## src/rtl/scsa_pkg.sv

```systemverilog
// Shared types, codes and widths for the size class slot allocator.
// No dependencies; every other file imports this package.
`timescale 1ns / 1ps

package scsa_pkg;

  localparam int NUM_POOLS     = 4;
  localparam int POOL_W        = 2;
  localparam int BOUND_IDX_W   = 3;
  localparam int POOL_SHIFT    = 5;
  localparam int POOL_BYTES_SUM = 480;
  localparam int MAX_SLOTS_DEF = 256;
  localparam int MAX_REQ       = 256;

  localparam int CFG_W     = 9;
  localparam int CFG_IDX_W = 3;
  localparam int CFG_RST   = 64;

  localparam int SIZE_W    = 16;
  localparam int OFFSET_W  = 17;
  localparam int GRANT_W   = 9;
  localparam int STATUS_W  = 3;

  localparam int QUEUE_DEPTH = 2;
  localparam int QUEUE_PTR_W = 1;
  localparam int QUEUE_CNT_W = 2;

  localparam logic CMD_ALLOC = 1'b0;
  localparam logic CMD_FREE  = 1'b1;

  typedef enum logic [STATUS_W-1:0] {
    ST_OK           = 3'd0,
    ST_TOO_LARGE    = 3'd1,
    ST_EXHAUSTED    = 3'd2,
    ST_BAD_SIZE     = 3'd3,
    ST_OUT_OF_RANGE = 3'd4,
    ST_MISALIGNED   = 3'd5,
    ST_STACK_FULL   = 3'd6
  } status_e;

  typedef enum logic [1:0] {
    OP_DONE = 2'd0,
    OP_POP  = 2'd1,
    OP_PUSH = 2'd2
  } op_e;

  typedef enum logic {
    B_IDLE = 1'b0,
    B_POP  = 1'b1
  } back_state_e;

  typedef struct packed {
    op_e                 op;
    logic [POOL_W-1:0]   pool;
    status_e             status;
    logic [OFFSET_W-1:0] offset;
  } req_t;

  function automatic int cap_w(int max_slots);
    return $clog2(max_slots + 1);
  endfunction

  function automatic int slot_w(int max_slots);
    return (max_slots > 1) ? $clog2(max_slots) : 1;
  endfunction

  function automatic int addr_w(int max_slots);
    int w;
    w = $clog2(max_slots * POOL_BYTES_SUM + 1);
    return (w > OFFSET_W) ? w : OFFSET_W;
  endfunction

  function automatic int cap_limit(int cfg, int max_slots);
    return (cfg > max_slots) ? max_slots : cfg;
  endfunction

  function automatic logic [GRANT_W-1:0] pool_bytes(logic [POOL_W-1:0] pool);
    return GRANT_W'(1 << POOL_SHIFT) << pool;
  endfunction

endpackage

```

## src/rtl/scsa_front.sv

```systemverilog
// Front end: accepts request words, classifies them by pool and checks frees.
// Feeds a two-entry queue toward the back end. Depends on scsa_pkg.
`timescale 1ns / 1ps

module scsa_front import scsa_pkg::*; #(
  parameter int MAX_SLOTS = MAX_SLOTS_DEF
) (
  input  logic                       clk_i,
  input  logic                       rst_ni,
  input  logic                       in_valid_i,
  output logic                       in_ready_o,
  input  logic                       cmd_i,
  input  logic [SIZE_W-1:0]          request_size_i,
  input  logic [OFFSET_W-1:0]        handle_offset_i,
  input  logic [SIZE_W-1:0]          handle_slot_size_i,
  input  logic [addr_w(MAX_SLOTS)-1:0] bounds_i [NUM_POOLS+1],
  output logic                       q_valid_o,
  input  logic                       q_ready_i,
  output req_t                       q_data_o
);

  localparam int ADDR_W = addr_w(MAX_SLOTS);

  req_t                   cls;
  logic                   size_hit;
  logic [POOL_W-1:0]      fpool;
  logic [ADDR_W-1:0]      off_w;
  logic [ADDR_W-1:0]      lo_bound;
  logic [ADDR_W-1:0]      hi_bound;
  logic [ADDR_W-1:0]      rel;
  logic [ADDR_W-1:0]      align_mask;

  req_t                   fifo_q [QUEUE_DEPTH];
  logic [QUEUE_PTR_W-1:0] wr_ptr_q, wr_ptr_d;
  logic [QUEUE_PTR_W-1:0] rd_ptr_q, rd_ptr_d;
  logic [QUEUE_CNT_W-1:0] count_q, count_d;
  logic                   push, pop;

  always_comb begin
    size_hit = 1'b1;
    priority if (handle_slot_size_i == SIZE_W'(32)) begin
      fpool = 2'd0;
    end else if (handle_slot_size_i == SIZE_W'(64)) begin
      fpool = 2'd1;
    end else if (handle_slot_size_i == SIZE_W'(128)) begin
      fpool = 2'd2;
    end else if (handle_slot_size_i == SIZE_W'(256)) begin
      fpool = 2'd3;
    end else begin
      fpool    = 2'd0;
      size_hit = 1'b0;
    end
    off_w      = ADDR_W'(handle_offset_i);
    lo_bound   = bounds_i[BOUND_IDX_W'(fpool)];
    hi_bound   = bounds_i[BOUND_IDX_W'(fpool) + BOUND_IDX_W'(1)];
    rel        = off_w - lo_bound;
    align_mask = ADDR_W'(pool_bytes(fpool) - GRANT_W'(1));

    cls.op     = OP_DONE;
    cls.pool   = '0;
    cls.status = ST_OK;
    cls.offset = handle_offset_i;
    if (cmd_i == CMD_ALLOC) begin
      if (request_size_i > SIZE_W'(MAX_REQ)) begin
        cls.status = ST_TOO_LARGE;
      end else begin
        cls.op = OP_POP;
        priority if (request_size_i <= SIZE_W'(32)) begin
          cls.pool = 2'd0;
        end else if (request_size_i <= SIZE_W'(64)) begin
          cls.pool = 2'd1;
        end else if (request_size_i <= SIZE_W'(128)) begin
          cls.pool = 2'd2;
        end else begin
          cls.pool = 2'd3;
        end
      end
    end else begin
      cls.pool = fpool;
      priority if (!size_hit) begin
        cls.status = ST_BAD_SIZE;
      end else if (off_w < lo_bound || off_w >= hi_bound) begin
        cls.status = ST_OUT_OF_RANGE;
      end else if ((rel & align_mask) != '0) begin
        cls.status = ST_MISALIGNED;
      end else begin
        cls.op = OP_PUSH;
      end
    end
  end

  assign in_ready_o = (count_q != QUEUE_CNT_W'(QUEUE_DEPTH));
  assign q_valid_o  = (count_q != '0);
  assign q_data_o   = fifo_q[rd_ptr_q];
  assign push       = in_valid_i && in_ready_o;
  assign pop        = q_valid_o && q_ready_i;

  always_comb begin
    wr_ptr_d = push ? wr_ptr_q + QUEUE_PTR_W'(1) : wr_ptr_q;
    rd_ptr_d = pop ? rd_ptr_q + QUEUE_PTR_W'(1) : rd_ptr_q;
    count_d  = count_q + QUEUE_CNT_W'(push) - QUEUE_CNT_W'(pop);
  end

  always_ff @(posedge clk_i or negedge rst_ni) begin
    if (!rst_ni) begin
      wr_ptr_q <= '0;
      rd_ptr_q <= '0;
      count_q  <= '0;
    end else begin
      wr_ptr_q <= wr_ptr_d;
      rd_ptr_q <= rd_ptr_d;
      count_q  <= count_d;
    end
  end

  always_ff @(posedge clk_i) begin
    if (push) begin
      fifo_q[wr_ptr_q] <= cls;
    end
  end

  a_done_fault: assert property (@(posedge clk_i) disable iff (!rst_ni)
    (q_valid_o && q_data_o.op == OP_DONE) |-> q_data_o.status != ST_OK)
    else $error("queued fault word carries ok status");

  a_work_ok: assert property (@(posedge clk_i) disable iff (!rst_ni)
    (q_valid_o && (q_data_o.op == OP_POP || q_data_o.op == OP_PUSH))
      |-> q_data_o.status == ST_OK)
    else $error("queued stack word carries fault status");

endmodule

```

## config.mk

```make
export PLATFORM = sky130hd
export DESIGN_NAME = scsa_front
export DESIGN_NICKNAME = d
export VERILOG_FILES = /design/src/rtl/scsa_pkg.sv /design/src/rtl/scsa_front.sv
export SDC_FILE = /design/constraint.sdc
export NUM_CORES = 1
export LEC_CHECK = 0
export BUFFER_PORTS_ARGS = -buffer_cell sky130_fd_sc_hd__clkbuf_2
export CAP_MARGIN = 25
export CORE_MARGIN = 3
export CORE_UTILIZATION = 54
export DETAILED_ROUTE_END_ITERATION = 6
export PLACE_DENSITY = 0.94
export SYNTH_ARGS = -nofsm -noshare
export SYNTH_HDL_FRONTEND = slang
export SYNTH_SLANG_ARGS = --single-unit
```

## constraint.sdc

```tcl
create_clock -name clk_i -period 5.25 [get_ports clk_i]
set_input_delay 0.2625 -clock clk_i [delete_from_list [all_inputs] [get_ports clk_i]]
set_output_delay 0.2625 -clock clk_i [all_outputs]
set_load 0.02 [all_outputs]
```

Word-level counts from Yosys, hierarchy flattened
Memories as Yosys holds them, arrays and structs flattened.
Index checks and enable logic that the tools add are counted.
Widths: inputs -> output; s select.
- $add $sub $neg: 7
- $lt $le $gt $ge: 8
- equality and inequality tests: 5
- shift operators: 1
- multiplexer cells: 28
- bitwise gates (word level): 3
- reductions and logical operators: 5
- operators with widths (cell ; number):
    $bmux 17 s3 ; 2
    $mux 17 ; 4
    $mux 2 ; 9
    $and 17x17->17 ; 1
    $ge 17x17->1 ; 1
    $lt 17x17->1 ; 1
    $reduce_bool 17->1 ; 1
    $sub 17x17->17 ; 1
    $eq 16x6->1 const B ; 1
    $eq 16x7->1 const B ; 1
    $eq 16x8->1 const B ; 1
    $eq 16x9->1 const B ; 1
    $gt 16x9->1 const B ; 1
    $le 16x6->1 const B ; 1
    $le 16x7->1 const B ; 1
    $le 16x8->1 const B ; 1
    $mux 3 ; 4
    $sub 9x1->10 const B ; 1
    $shl 6x2->9 const A ; 1
    $ge 4x4->1 const B ; 2
    $mux 1 ; 8
    $mux 7 ; 1
    $not 2->4 ; 1
    $not 3->4 ; 1
    other kinds (8) ; 10
- flip-flop bits (word level): 4
- RAM bits: 48
- input port bits: 139
- output and inout port bits: 26
- logic and storage cells: 61
- memories: 1
- memory list (name ; words ; bits a word ; read ports ; clocked after Yosys merged registers in ; wr ports ; line ; source):
    fifo_q ; 2 ; 24 ; 1 ; 0 ; 1 ; scsa_front.sv:33 ; req_t fifo_q [QUEUE_DEPTH];

Depth between registers and ports, before layout
Gate-level depths: netlist (run 1).
- depth in word-level cells: 16
- gate-level depth with buffers: 18
- gate-level depth less buffers: 17

Worst setup path before layout (run 1)
No wires, ideal clock.
- kind: input -> register
- start: input port handle_slot_size_i[2]
- end: memory fifo_q[0][17] (netlist name) (data pin)
- library setup time: 186 ps
- arrival time: 4284 ps
- data required time: 5064 ps
- setup slack: 780 ps
- stages on the path: 16
- path through: nor4_1 -> nand3_1 -> nor4_4 -> buf_4 -> buf_4 -> ha_1 -> buf_1 -> clkbuf_1 -> mux4_2 -> a22oi_1 -> ha_1 -> a21o_1 -> a21o_1 -> a211oi_1 -> o311ai_0 -> o31ai_1
- RTL lines (what ; line ; source):
    from (decl) ; scsa_front.sv:15 ; input logic [SIZE_W-1:0] handle_slot_size_i,
    to (decl) ; scsa_front.sv:33 ;

==> out/qor.csv, run 1 <==
metric,value,unit
largest stage delay on the critical path,680,ps
final hold violations,0,
DP Cell Count,673,
clock network power share,0.143,
Synth Warn #,0,
Nets,762,
power density over the cells,286,nW/um^2
CP cell instances,"clkbuf_2, nor4_1, nand3_1, nor4_1, buf_4, ha_1, nor3_4, a22oi_1, ha_1, a21o_1, a21o_1, a211oi_1, o311ai_0, o31ai_1",
largest net degree at the start of global routing,38,
peak supply drop,0.000165,V
Area growth syn-to-layout,24.7,%
Initial Util,0.570,
"commonest non-fill, non-tap cell in the layout",clkbuf_2,
# setup viols final,0,
Total Power,1.51,mW
root buf cell,clkbuf_8,
Die Ht,94.7,um
Switching Share,0.360,
CP max FO,18,
port buffer count,164,
Comb power frac,0.461,
Crit Path Class,in -> reg,
RSZ-0062 raised after global routing,no,
# IOs,165,
drt pass-1 iters,5,
net count after synthesis,600,
hold slack,173,ps
register bit total from synthesis,52,
average wire per standard cell,16.4,um
gpl congestion,0.861,
post-CTS resize count,0,
Slew Limit Fails,0,
clk slew on worst S/H paths,90,ps
WP data required,5370,ps
CP max-delay cell,nor3_4,
WP buf/inv,2,
R2R cell count,7,
Post-Syn Instances,421,
CTS Hold Buffers Added,1,
vias,3946,
Worst path top cell family by delay,simple AND/OR/NAND/NOR gates,
Num CTS Buffers,5,
H-Tree Depth,2,
core area,7450,sq um
leak pwr,2.42,nW
Setup Skew,7.58,ps
Post-Place Worst Slack,808,ps
reg2reg setup slack,3460,ps
DRC Markers,0,
Worst Slack Setup Final,1120,ps
CP Depth,14,
initial antenna violation count,0,
clock sinks,52,
share of layout cells above drive strength 1,0.384,
most frequent cells in the layout,"clkbuf_2 (164), nor2_1 (56), edfxtp_1 (48)",
crit end category,flop,
Layout Utilization,0.711,
"Data arrival, critical path",4250,ps
Setup TNS,0,ps
Post-synth EDFFs,48,
Slew headroom,0.488,
fmax,242,MHz
WHS Path Cells,1,
DRT iter0 DRCs,257,
Worst Max-Slew Pin Slew,768,ps
first-pass GRT wire length,17500,um
Hold Crit Class,in -> reg,
Sequential Power Share,0.396,
Max clock buf depth,2,
Die ar.,8960,sq um
"Cell Area, Placed",5170,sq um
GRT Residual Overflow,0,
Mapped Area,4250,sq um
# Post-CTS Setup Buffers,0,
Main synth FF type,edfxtp_1,
ANT nets after route,0,
Int Pwr,0.968,mW
detailed-placement wirelength estimate,9220,um
part of the Yosys area used for sequential elements,0.363,
Ant. Diodes,0,
CTS tree,yes,
later-pin clock latency in the skew report,300,ps
outcome,finished clean,
vias in the first global route,3816,
Finished Cell Area,5290,sq um
fillers,595,
ys async rst share,0.0769,
Critical Path Source Type,primary input,
Yosys cell types,53,
max-cap viol count,0,
min Tclk post-route,4130,ps
Finished Layout Cells,683,
Rows,31,
Avg Synthesized Cell Area,10.1,sq um
ratio of final minimum period to clock period,0.787,
die width,94.7,um
sw power,0.544,mW
Tot GR Track Use,0.246,
drt via density,5.78,
Total Wirelength,11200,um
## per-layer routing
metal  routed length (um)  track usage
met5                    0            0
met3                  892       0.0351
met2                 5360        0.417
met1                 4790        0.334
met4                  172       0.0613
## power groups by stage
stage,clock network (mW),registers [mW],logic [mW]
floorplan,0,0.595,0.437
global placement,0,0.635,0.604
detailed placement,0,0.641,0.641
CTS,0.221,0.632,0.644
global route,0.238,0.606,0.759
finish,0.216,0.599,0.696
## cell families after synthesis
family / after synthesis / share of synthesized area
adders and majority gates: 40 / 0.120
AOI/OAI and AO/OA: 84 / 0.128
DFF: 52 / 0.363
and+or+nand+nor: 163 / 0.178
buffers and inverters: 31 / 0.0348
xor gates and xnor gates: 10 / 0.0206
muxes: 41 / 0.156
## worst paths after layout
kind | endpoint | from
min reg2reg | wr_ptr_q$_DFFE_PN0P_ | wr_ptr_q$_DFFE_PN0P_
max | fifo_q[1][17]$_DFFE_PP_ | handle_slot_size_i[2]
max in group asynchronous | wr_ptr_q$_DFFE_PN0P_ | rst_ni
min | fifo_q[0][0]$_DFFE_PP_ | handle_offset_i[0]
max reg2reg | count_q[1]$_DFF_PN0_ | count_q[1]$_DFF_PN0_
min in group asynchronous | count_q[1]$_DFF_PN0_ | rst_ni
## area by class of cell
type | count | area, sq um | share of cell area
tap | 99 | 124 | 0.0234
sequential | 52 | 1540 | 0.291
multi-input combinational | 338 | 2560 | 0.483
timing repair buffer | 173 | 931 | 0.176
clock buffer | 5 | 68.8 | 0.0130
clock inverter | 3 | 17.5 | 0.00331
inverter | 13 | 51.3 | 0.00969
## Yosys cell counts (all sizes together), types with 12 or more instances
cell / count / area, sq um
mux2: 24 / 270
edfxtp: 48 / 1440
ha: 39 / 488
a22oi: 16 / 120
nand3: 25 / 125
a21oi: 16 / 80.1
o21ai: 24 / 120
inv: 12 / 47.6
mux4: 17 / 394
nor2: 57 / 214
nand2: 47 / 176
## registers in the layout, indices dropped and copies added, names as in the netlist
register,cells
fifo_q,48
rd_ptr_q,1
count_q,2
wr_ptr_q,1
Note: power is estimated with default switching activity, not from simulation.
==> inputs of run 2 (changes only) <==
CORE_UTILIZATION = 50   (was 54)
PLACE_DENSITY = 0.89   (was 0.94)
clock period = 3.97 ns   (was 5.25 ns; I/O delays follow)
==> out/qor.csv, run 2 (synthesis gave the netlist of run 1 again) <==
metric,value,unit,change
# IOs,165,,unchanged
# setup viols final,0,,unchanged
share of layout cells above drive strength 1,0.399,,+0.0151
largest net degree at the start of global routing,38,,unchanged
Switching Share,0.351,,-0.00873
crit end category,flop,,
RR Endpoint,count_q[1]$_DFF_PN0_,,
Worst Max-Slew Pin Slew,1030,ps,+261 ps
ANT nets after route,0,,unchanged
"Data arrival, critical path",3880,ps,-370 ps
Max clock buf depth,2,,unchanged
Largest regs,"fifo_q: 48 flops, count_q: 2 flops",,
Critical Path Source Type,primary input,,
detailed-placement wirelength estimate,9630,um,+4.4%
Tot GR Track Use,0.238,,-0.00827
sw power,0.714,mW,+31%
worst r2r src,count_q[1]$_DFF_PN0_,,
Rows,32,,+3.2%
leak pwr,2.46,nW,+1.8%
gpl congestion,0.873,,+1.4%
Slew headroom,0.314,,-0.174
initial antenna violation count,0,,unchanged
first-pass GRT wire length,18900,um,+8.0%
Total Power,2.03,mW,+34%
CTS tree,yes,,
Comb power frac,0.420,,-0.041
DRT iter0 DRCs,224,,-13%
root buf cell,clkbuf_8,,
Ant. Diodes,0,,unchanged
Slew Limit Fails,0,,unchanged
final hold violations,0,,unchanged
reg2reg setup slack,2190,ps,-1270 ps
die width,98.1,um,+3.7%
min Tclk post-route,3780,ps,
WHS Path Cells,1,,unchanged
fillers,653,,+9.7%
most frequent cells in the layout,"clkbuf_2 (164), nor2_1 (56), edfxtp_1 (48)",,
H-Tree Depth,2,,unchanged
ratio of final minimum period to clock period,0.953,,
CP max FO,14,,-4
drt pass-1 iters,5,,unchanged
"commonest non-fill, non-tap cell in the layout",clkbuf_2,,
drt via density,5.96,,+3.1%
vias,4134,,+4.8%
clock sinks,52,,unchanged
Initial Util,0.533,,-0.0372
WP data required,4070,ps,-1300 ps
Biggest register,fifo_q,,
outcome,finished clean,,
Nets,770,,+1.0%
Hold EP,fifo_q[1][0]$_DFFE_PP_,,
average wire per standard cell,17.0,um,+3.5%
Hold Crit Class,in -> reg,,
clock network power share,0.172,,+0.029
Total Wirelength,11800,um,+5.2%
max-cap viol count,0,,unchanged
R2R cell count,7,,unchanged
core area,7970,sq um,+7.0%
Finished Cell Area,5400,sq um,+2.0%
Area growth syn-to-layout,27.2,%,
Die Ht,98.1,um,+3.7%
hold path startpoint,handle_offset_i[0],,
Multi-input gate area,2570,sq um,+0.64%
GRT Residual Overflow,0,,unchanged
Sequential Power Share,0.408,,+0.012
Layout Utilization,0.678,,-0.0331
"Cell Area, Placed",5260,sq um,+1.7%
port buffer count,164,,unchanged
Int Pwr,1.32,mW,+36%
Setup Skew,7.10,ps,-0.483 ps
fmax,264,MHz,
sequential cell area,1540,sq um,unchanged
Crit Path Class,in -> reg,,
clk slew on worst S/H paths,80,ps,about the same
later-pin clock latency in the skew report,300,ps,about the same
peak supply drop,0.000256,V,+55%
DRC Markers,0,,unchanged
power density over the cells,377,nW/um^2,+32%
hold slack,110,ps,-63.7 ps
vias in the first global route,4052,,+6.2%
Num CTS Buffers,5,,unchanged
max FFs per register,48,,unchanged
Die ar.,9630,sq um,+7.5%
[run 2: cell count changes in the layout (fill, tap and decap cells not counted), sizes merged]
cell,previous run,this run
clkinv,3,2
clkbuf,169,170
buf,8,16
inv,13,12
bufinv,0,1
[run 2: repair_timing]
action | 4_1_cts | 5_1_grt
gates resized for setup | 0 | 4
buffers inserted | 0 | 2
endpoints found under the setup margin | 0 | 6
endpoints found under the hold margin | 4 | 0
hold buffers | 1 | 0
[run 2: through the flow]
step           setup WS [ps]  cells  TNS (ps)
6_report                 185    694         0
5_1_grt                -63.7    694      -169
4_1_cts                  160    692         0
3_5_place_dp            -159    683      -707
3_3_place_gp             134    682         0
2_1_floorplan          0.877    421         0
[run 2: worst max-delay path by stage]
stage / start / end / depth (start not counted) / slack [ps]
3_5_place_dp: handle_slot_size_i[2] / fifo_q[0][23]$_DFFE_PP_ / 17 / -160
4_1_cts: handle_slot_size_i[2] / fifo_q[1][23]$_DFFE_PP_ / 17 / 160
5_1_grt: handle_slot_size_i[2] / fifo_q[1][23]$_DFFE_PP_ / 17 / -60
2_1_floorplan: handle_slot_size_i[1] / fifo_q[0][17]$_DFFE_PP_ / 18 / 0.9
3_3_place_gp: handle_slot_size_i[2] / fifo_q[0][23]$_DFFE_PP_ / 17 / 130
6_report: handle_slot_size_i[2] / fifo_q[1][23]$_DFFE_PP_ / 17 / 190
[run 2: power by group through the flow]
| stage | clock (mW) | sequential, mW | combinational [mW] |
|---|---|---|---|
| 6_report | 0.349 | 0.830 | 0.854 |
| 3_5_place_dp | 0 | 0.847 | 0.851 |
| 2_1_floorplan | 0 | 0.787 | 0.580 |
| 4_1_cts | 0.357 | 0.834 | 0.856 |
| 5_1_grt | 0.379 | 0.847 | 0.930 |
| 3_3_place_gp | 0 | 0.840 | 0.804 |
[run 2: per-layer routing]
layer,wire (um),track usage,vias up,part of all wire
met2,5640,0.405,238,0.48
met4,222,0.0672,0,0.019
li1,-,-,1937,-
met3,1070,0.0457,30,0.091
met1,4870,0.311,1929,0.41
met5,0,0,-,0
[run 2: cell type report]
type                       count  area share
clock buffer                   6      0.0134
clock inverter                 2     0.00649
inverter                      13     0.00950
multi-input combinational    338       0.477
sequential                    52       0.286
tap                          102      0.0236
timing repair buffer         181       0.184
[run 2: critical path, cell delays in order]
cell,delay [ps]
clkbuf_2,90
nor4_1,360
nand3_1,250
nor4_4,350
buf_12,200
nand2_1,70
and3_1,160
a31oi_1,140
ha_1,180
inv_1,60
fa_1,410
a21oi_2,200
o221ai_1,200
xor2_1,190
a221oi_1,270
o311a_1,270
nor3b_1,290
==> inputs of run 3 (changes only) <==
CELL_PAD_IN_SITES_DETAIL_PLACEMENT = 1   (was default)
CELL_PAD_IN_SITES_GLOBAL_PLACEMENT = 2   (was default)
CORE_UTILIZATION = 29   (was 50)
PLACE_DENSITY = 0.87   (was 0.89)
SKIP_LAST_GASP = 1   (was default)
==> out/qor.csv, run 3 (synthesis gave the netlist of run 1 again) <==
metric,value,unit,change
Setup Skew,5.36,ps,-1.74 ps
die width,127,um,+29%
later-pin clock latency in the skew report,290,ps,about the same
Worst path top cell family by delay,compound AO/OA/AOI/OAI gates,,
max-cap viol count,0,,unchanged
power density over the cells,394,nW/um^2,+4.7%
Sequential Power Share,0.362,,-0.046
core area,14100,sq um,+77%
CP cell instances,"clkbuf_2, nor4_1, nand3_1, nor4_4, buf_4, nand2_1, and3_1, a31oi_1, ha_1, inv_1, fa_1, a21oi_2, o221ai_1, nor2_1, nor2_1, o21a_1, o311a_1, o31ai_2",,
Area growth syn-to-layout,32.4,%,
Num CTS Buffers,5,,unchanged
RR Endpoint,fifo_q[1][1]$_DFFE_PP_,,
vias in the first global route,4288,,+5.8%
clk slew on worst S/H paths,70,ps,about the same
worst r2r src,count_q[1]$_DFF_PN0_,,
clock network power share,0.226,,+0.054
DRC Markers,0,,unchanged
cell mode on critical path,nor2_1,,
root buf cell,clkbuf_16,,
crit path from,handle_slot_size_i[2],,
crit end category,flop,,
outcome,finished clean,,
Ant. Diodes,0,,unchanged
most frequent cells in the layout,"clkbuf_2 (164), nor2_1 (56), edfxtp_1 (48)",,
Max clock buf depth,2,,unchanged
Int Pwr,1.46,mW,+11%
gpl congestion,0.861,,-1.5%
port buffer count,164,,unchanged
# IOs,165,,unchanged
initial antenna violation count,0,,unchanged
drt pass-1 iters,4,,-1
DRT iter0 DRCs,136,,-39%
largest net degree at the start of global routing,38,,unchanged
Die ar.,16100,sq um,+67%
CP Depth,18,,+1
Comb power frac,0.412,,-0.008
clock sinks,52,,unchanged
H-Tree Depth,2,,unchanged
first-pass GRT wire length,21300,um,+13%
GRT Residual Overflow,0,,unchanged
leak pwr,2.53,nW,+2.8%
Critical Path Source Type,primary input,,
WP data required,4070,ps,about the same
reg2reg setup slack,2060,ps,-130 ps
Nets,774,,+0.52%
Total Wirelength,13400,um,+13%
vias,4018,,-2.8%
Total Power,2.22,mW,+9.0%
final hold violations,0,,unchanged
share of layout cells above drive strength 1,0.409,,+0.0107
Slew Limit Fails,0,,unchanged
average wire per standard cell,17.2,um,+1.3%
peak supply drop,0.000164,V,-36%
CP endpoint,fifo_q[0][17]$_DFFE_PP_,,
# setup viols final,0,,unchanged
R2R cell count,3,,-4
largest stage delay on the critical path,420,ps,about the same
Die Ht,127,um,+29%
ANT nets after route,0,,unchanged
fmax,278,MHz,+5.3%
Layout Utilization,0.399,,-0.279
Switching Share,0.339,,-0.0117
Largest regs,"fifo_q: 48 flops, count_q: 2 flops",,
"Data arrival, critical path",3700,ps,-180 ps
WP buf/inv,3,,unchanged
"commonest non-fill, non-tap cell in the layout",clkbuf_2,,
detailed-placement wirelength estimate,11300,um,+18%
Biggest register,fifo_q,,
Worst Max-Slew Pin Slew,935,ps,-94.3 ps
Initial Util,0.301,,-0.232
ratio of final minimum period to clock period,0.905,,-0.0482
fillers,1671,,+160%
max FFs per register,48,,unchanged
Hold Crit Class,in -> reg,,
Crit Path Class,in -> reg,,
drt via density,5.18,,-13%
Slew headroom,0.377,,+0.0629
CTS tree,yes,,
CP max FO,5,,-9
Rows,43,,+34%
sw power,0.752,mW,+5.4%
min Tclk post-route,3590,ps,-191 ps
Tot GR Track Use,0.162,,-0.0765
RSZ-0062 raised after global routing,yes,,
CP max-delay cell,fa_1,,
==> run 3: cell type report <==
| type | count | area (sq um) | area share |
|---|---|---|---|
| tap | 180 | 225 | 0.0401 |
| multi-input combinational | 338 | 2600 | 0.462 |
| clock buffer | 6 | 139 | 0.0247 |
| inverter | 13 | 51.3 | 0.00913 |
| sequential | 52 | 1540 | 0.274 |
| clock inverter | 2 | 38.8 | 0.00690 |
| timing repair buffer | 185 | 1030 | 0.183 |
==> run 3: power groups by stage <==
stage / Clock [mW] / Combinational [mW] / Sequential, mW
floorplan: 0 / 0.580 / 0.787
global placement: 0 / 0.837 / 0.841
detailed placement: 0 / 0.852 / 0.851
CTS: 0.514 / 0.859 / 0.839
global route: 0.532 / 0.998 / 0.817
finish: 0.501 / 0.913 / 0.803
==> run 3: timing repair <==
| item | 4_1_cts | 5_1_grt |
|---|---|---|
| setup endpoints to repair | 0 | 6 |
| gates resized for setup | 0 | 7 |
| hold buffers | 1 | 0 |
| endpoints found under the hold margin | 4 | 0 |
| setup buffers | 0 | 1 |
==> run 3: worst min-delay path by stage <==
stage / endpoint / slack (ps) / cells past startpoint / from
floorplan: count_q[0]$_DFF_PN0_ / -100 / 0 / rst_ni
global placement: rd_ptr_q$_DFFE_PN0P_ / 8 / 1 / rst_ni
detailed placement: count_q[1]$_DFF_PN0_ / 10 / 1 / rst_ni
CTS: fifo_q[0][0]$_DFFE_PP_ / 140 / 1 / handle_offset_i[0]
global route: fifo_q[0][0]$_DFFE_PP_ / 140 / 1 / handle_offset_i[0]
finish: fifo_q[0][0]$_DFFE_PP_ / 140 / 1 / handle_offset_i[0]
==> run 3: routing by layer <==
metal  vias up  global-route usage  part of all wire
met5         -                   0                 0
li1       1942                   -                 -
met4         0              0.0215            0.0070
met2       130               0.272              0.47
met1      1936               0.227              0.47
met3        10              0.0247             0.053
==> run 3: through the flow <==
stage | setup slack [ps] | cells | hold WS (ps) | setup TNS, ps | instance area (sq um)
2_1_floorplan | 0.877 | 421 | -97.1 | 0 | 4270
3_3_place_gp | 80.7 | 765 | 7.90 | 0 | 5360
3_5_place_dp | -55.5 | 765 | 10.8 | -199 | 5360
4_1_cts | 224 | 774 | 136 | 0 | 5550
5_1_grt | -14.3 | 776 | 136 | -32.9 | 5620
6_report | 377 | 776 | 142 | 0 | 5620
==> run 3: worst register-to-register path, stage by stage, from the launching register on <==
cell	delay, ps
dfrtp_1	400
nand2b_1	130
and3_1	790
buf_4	300
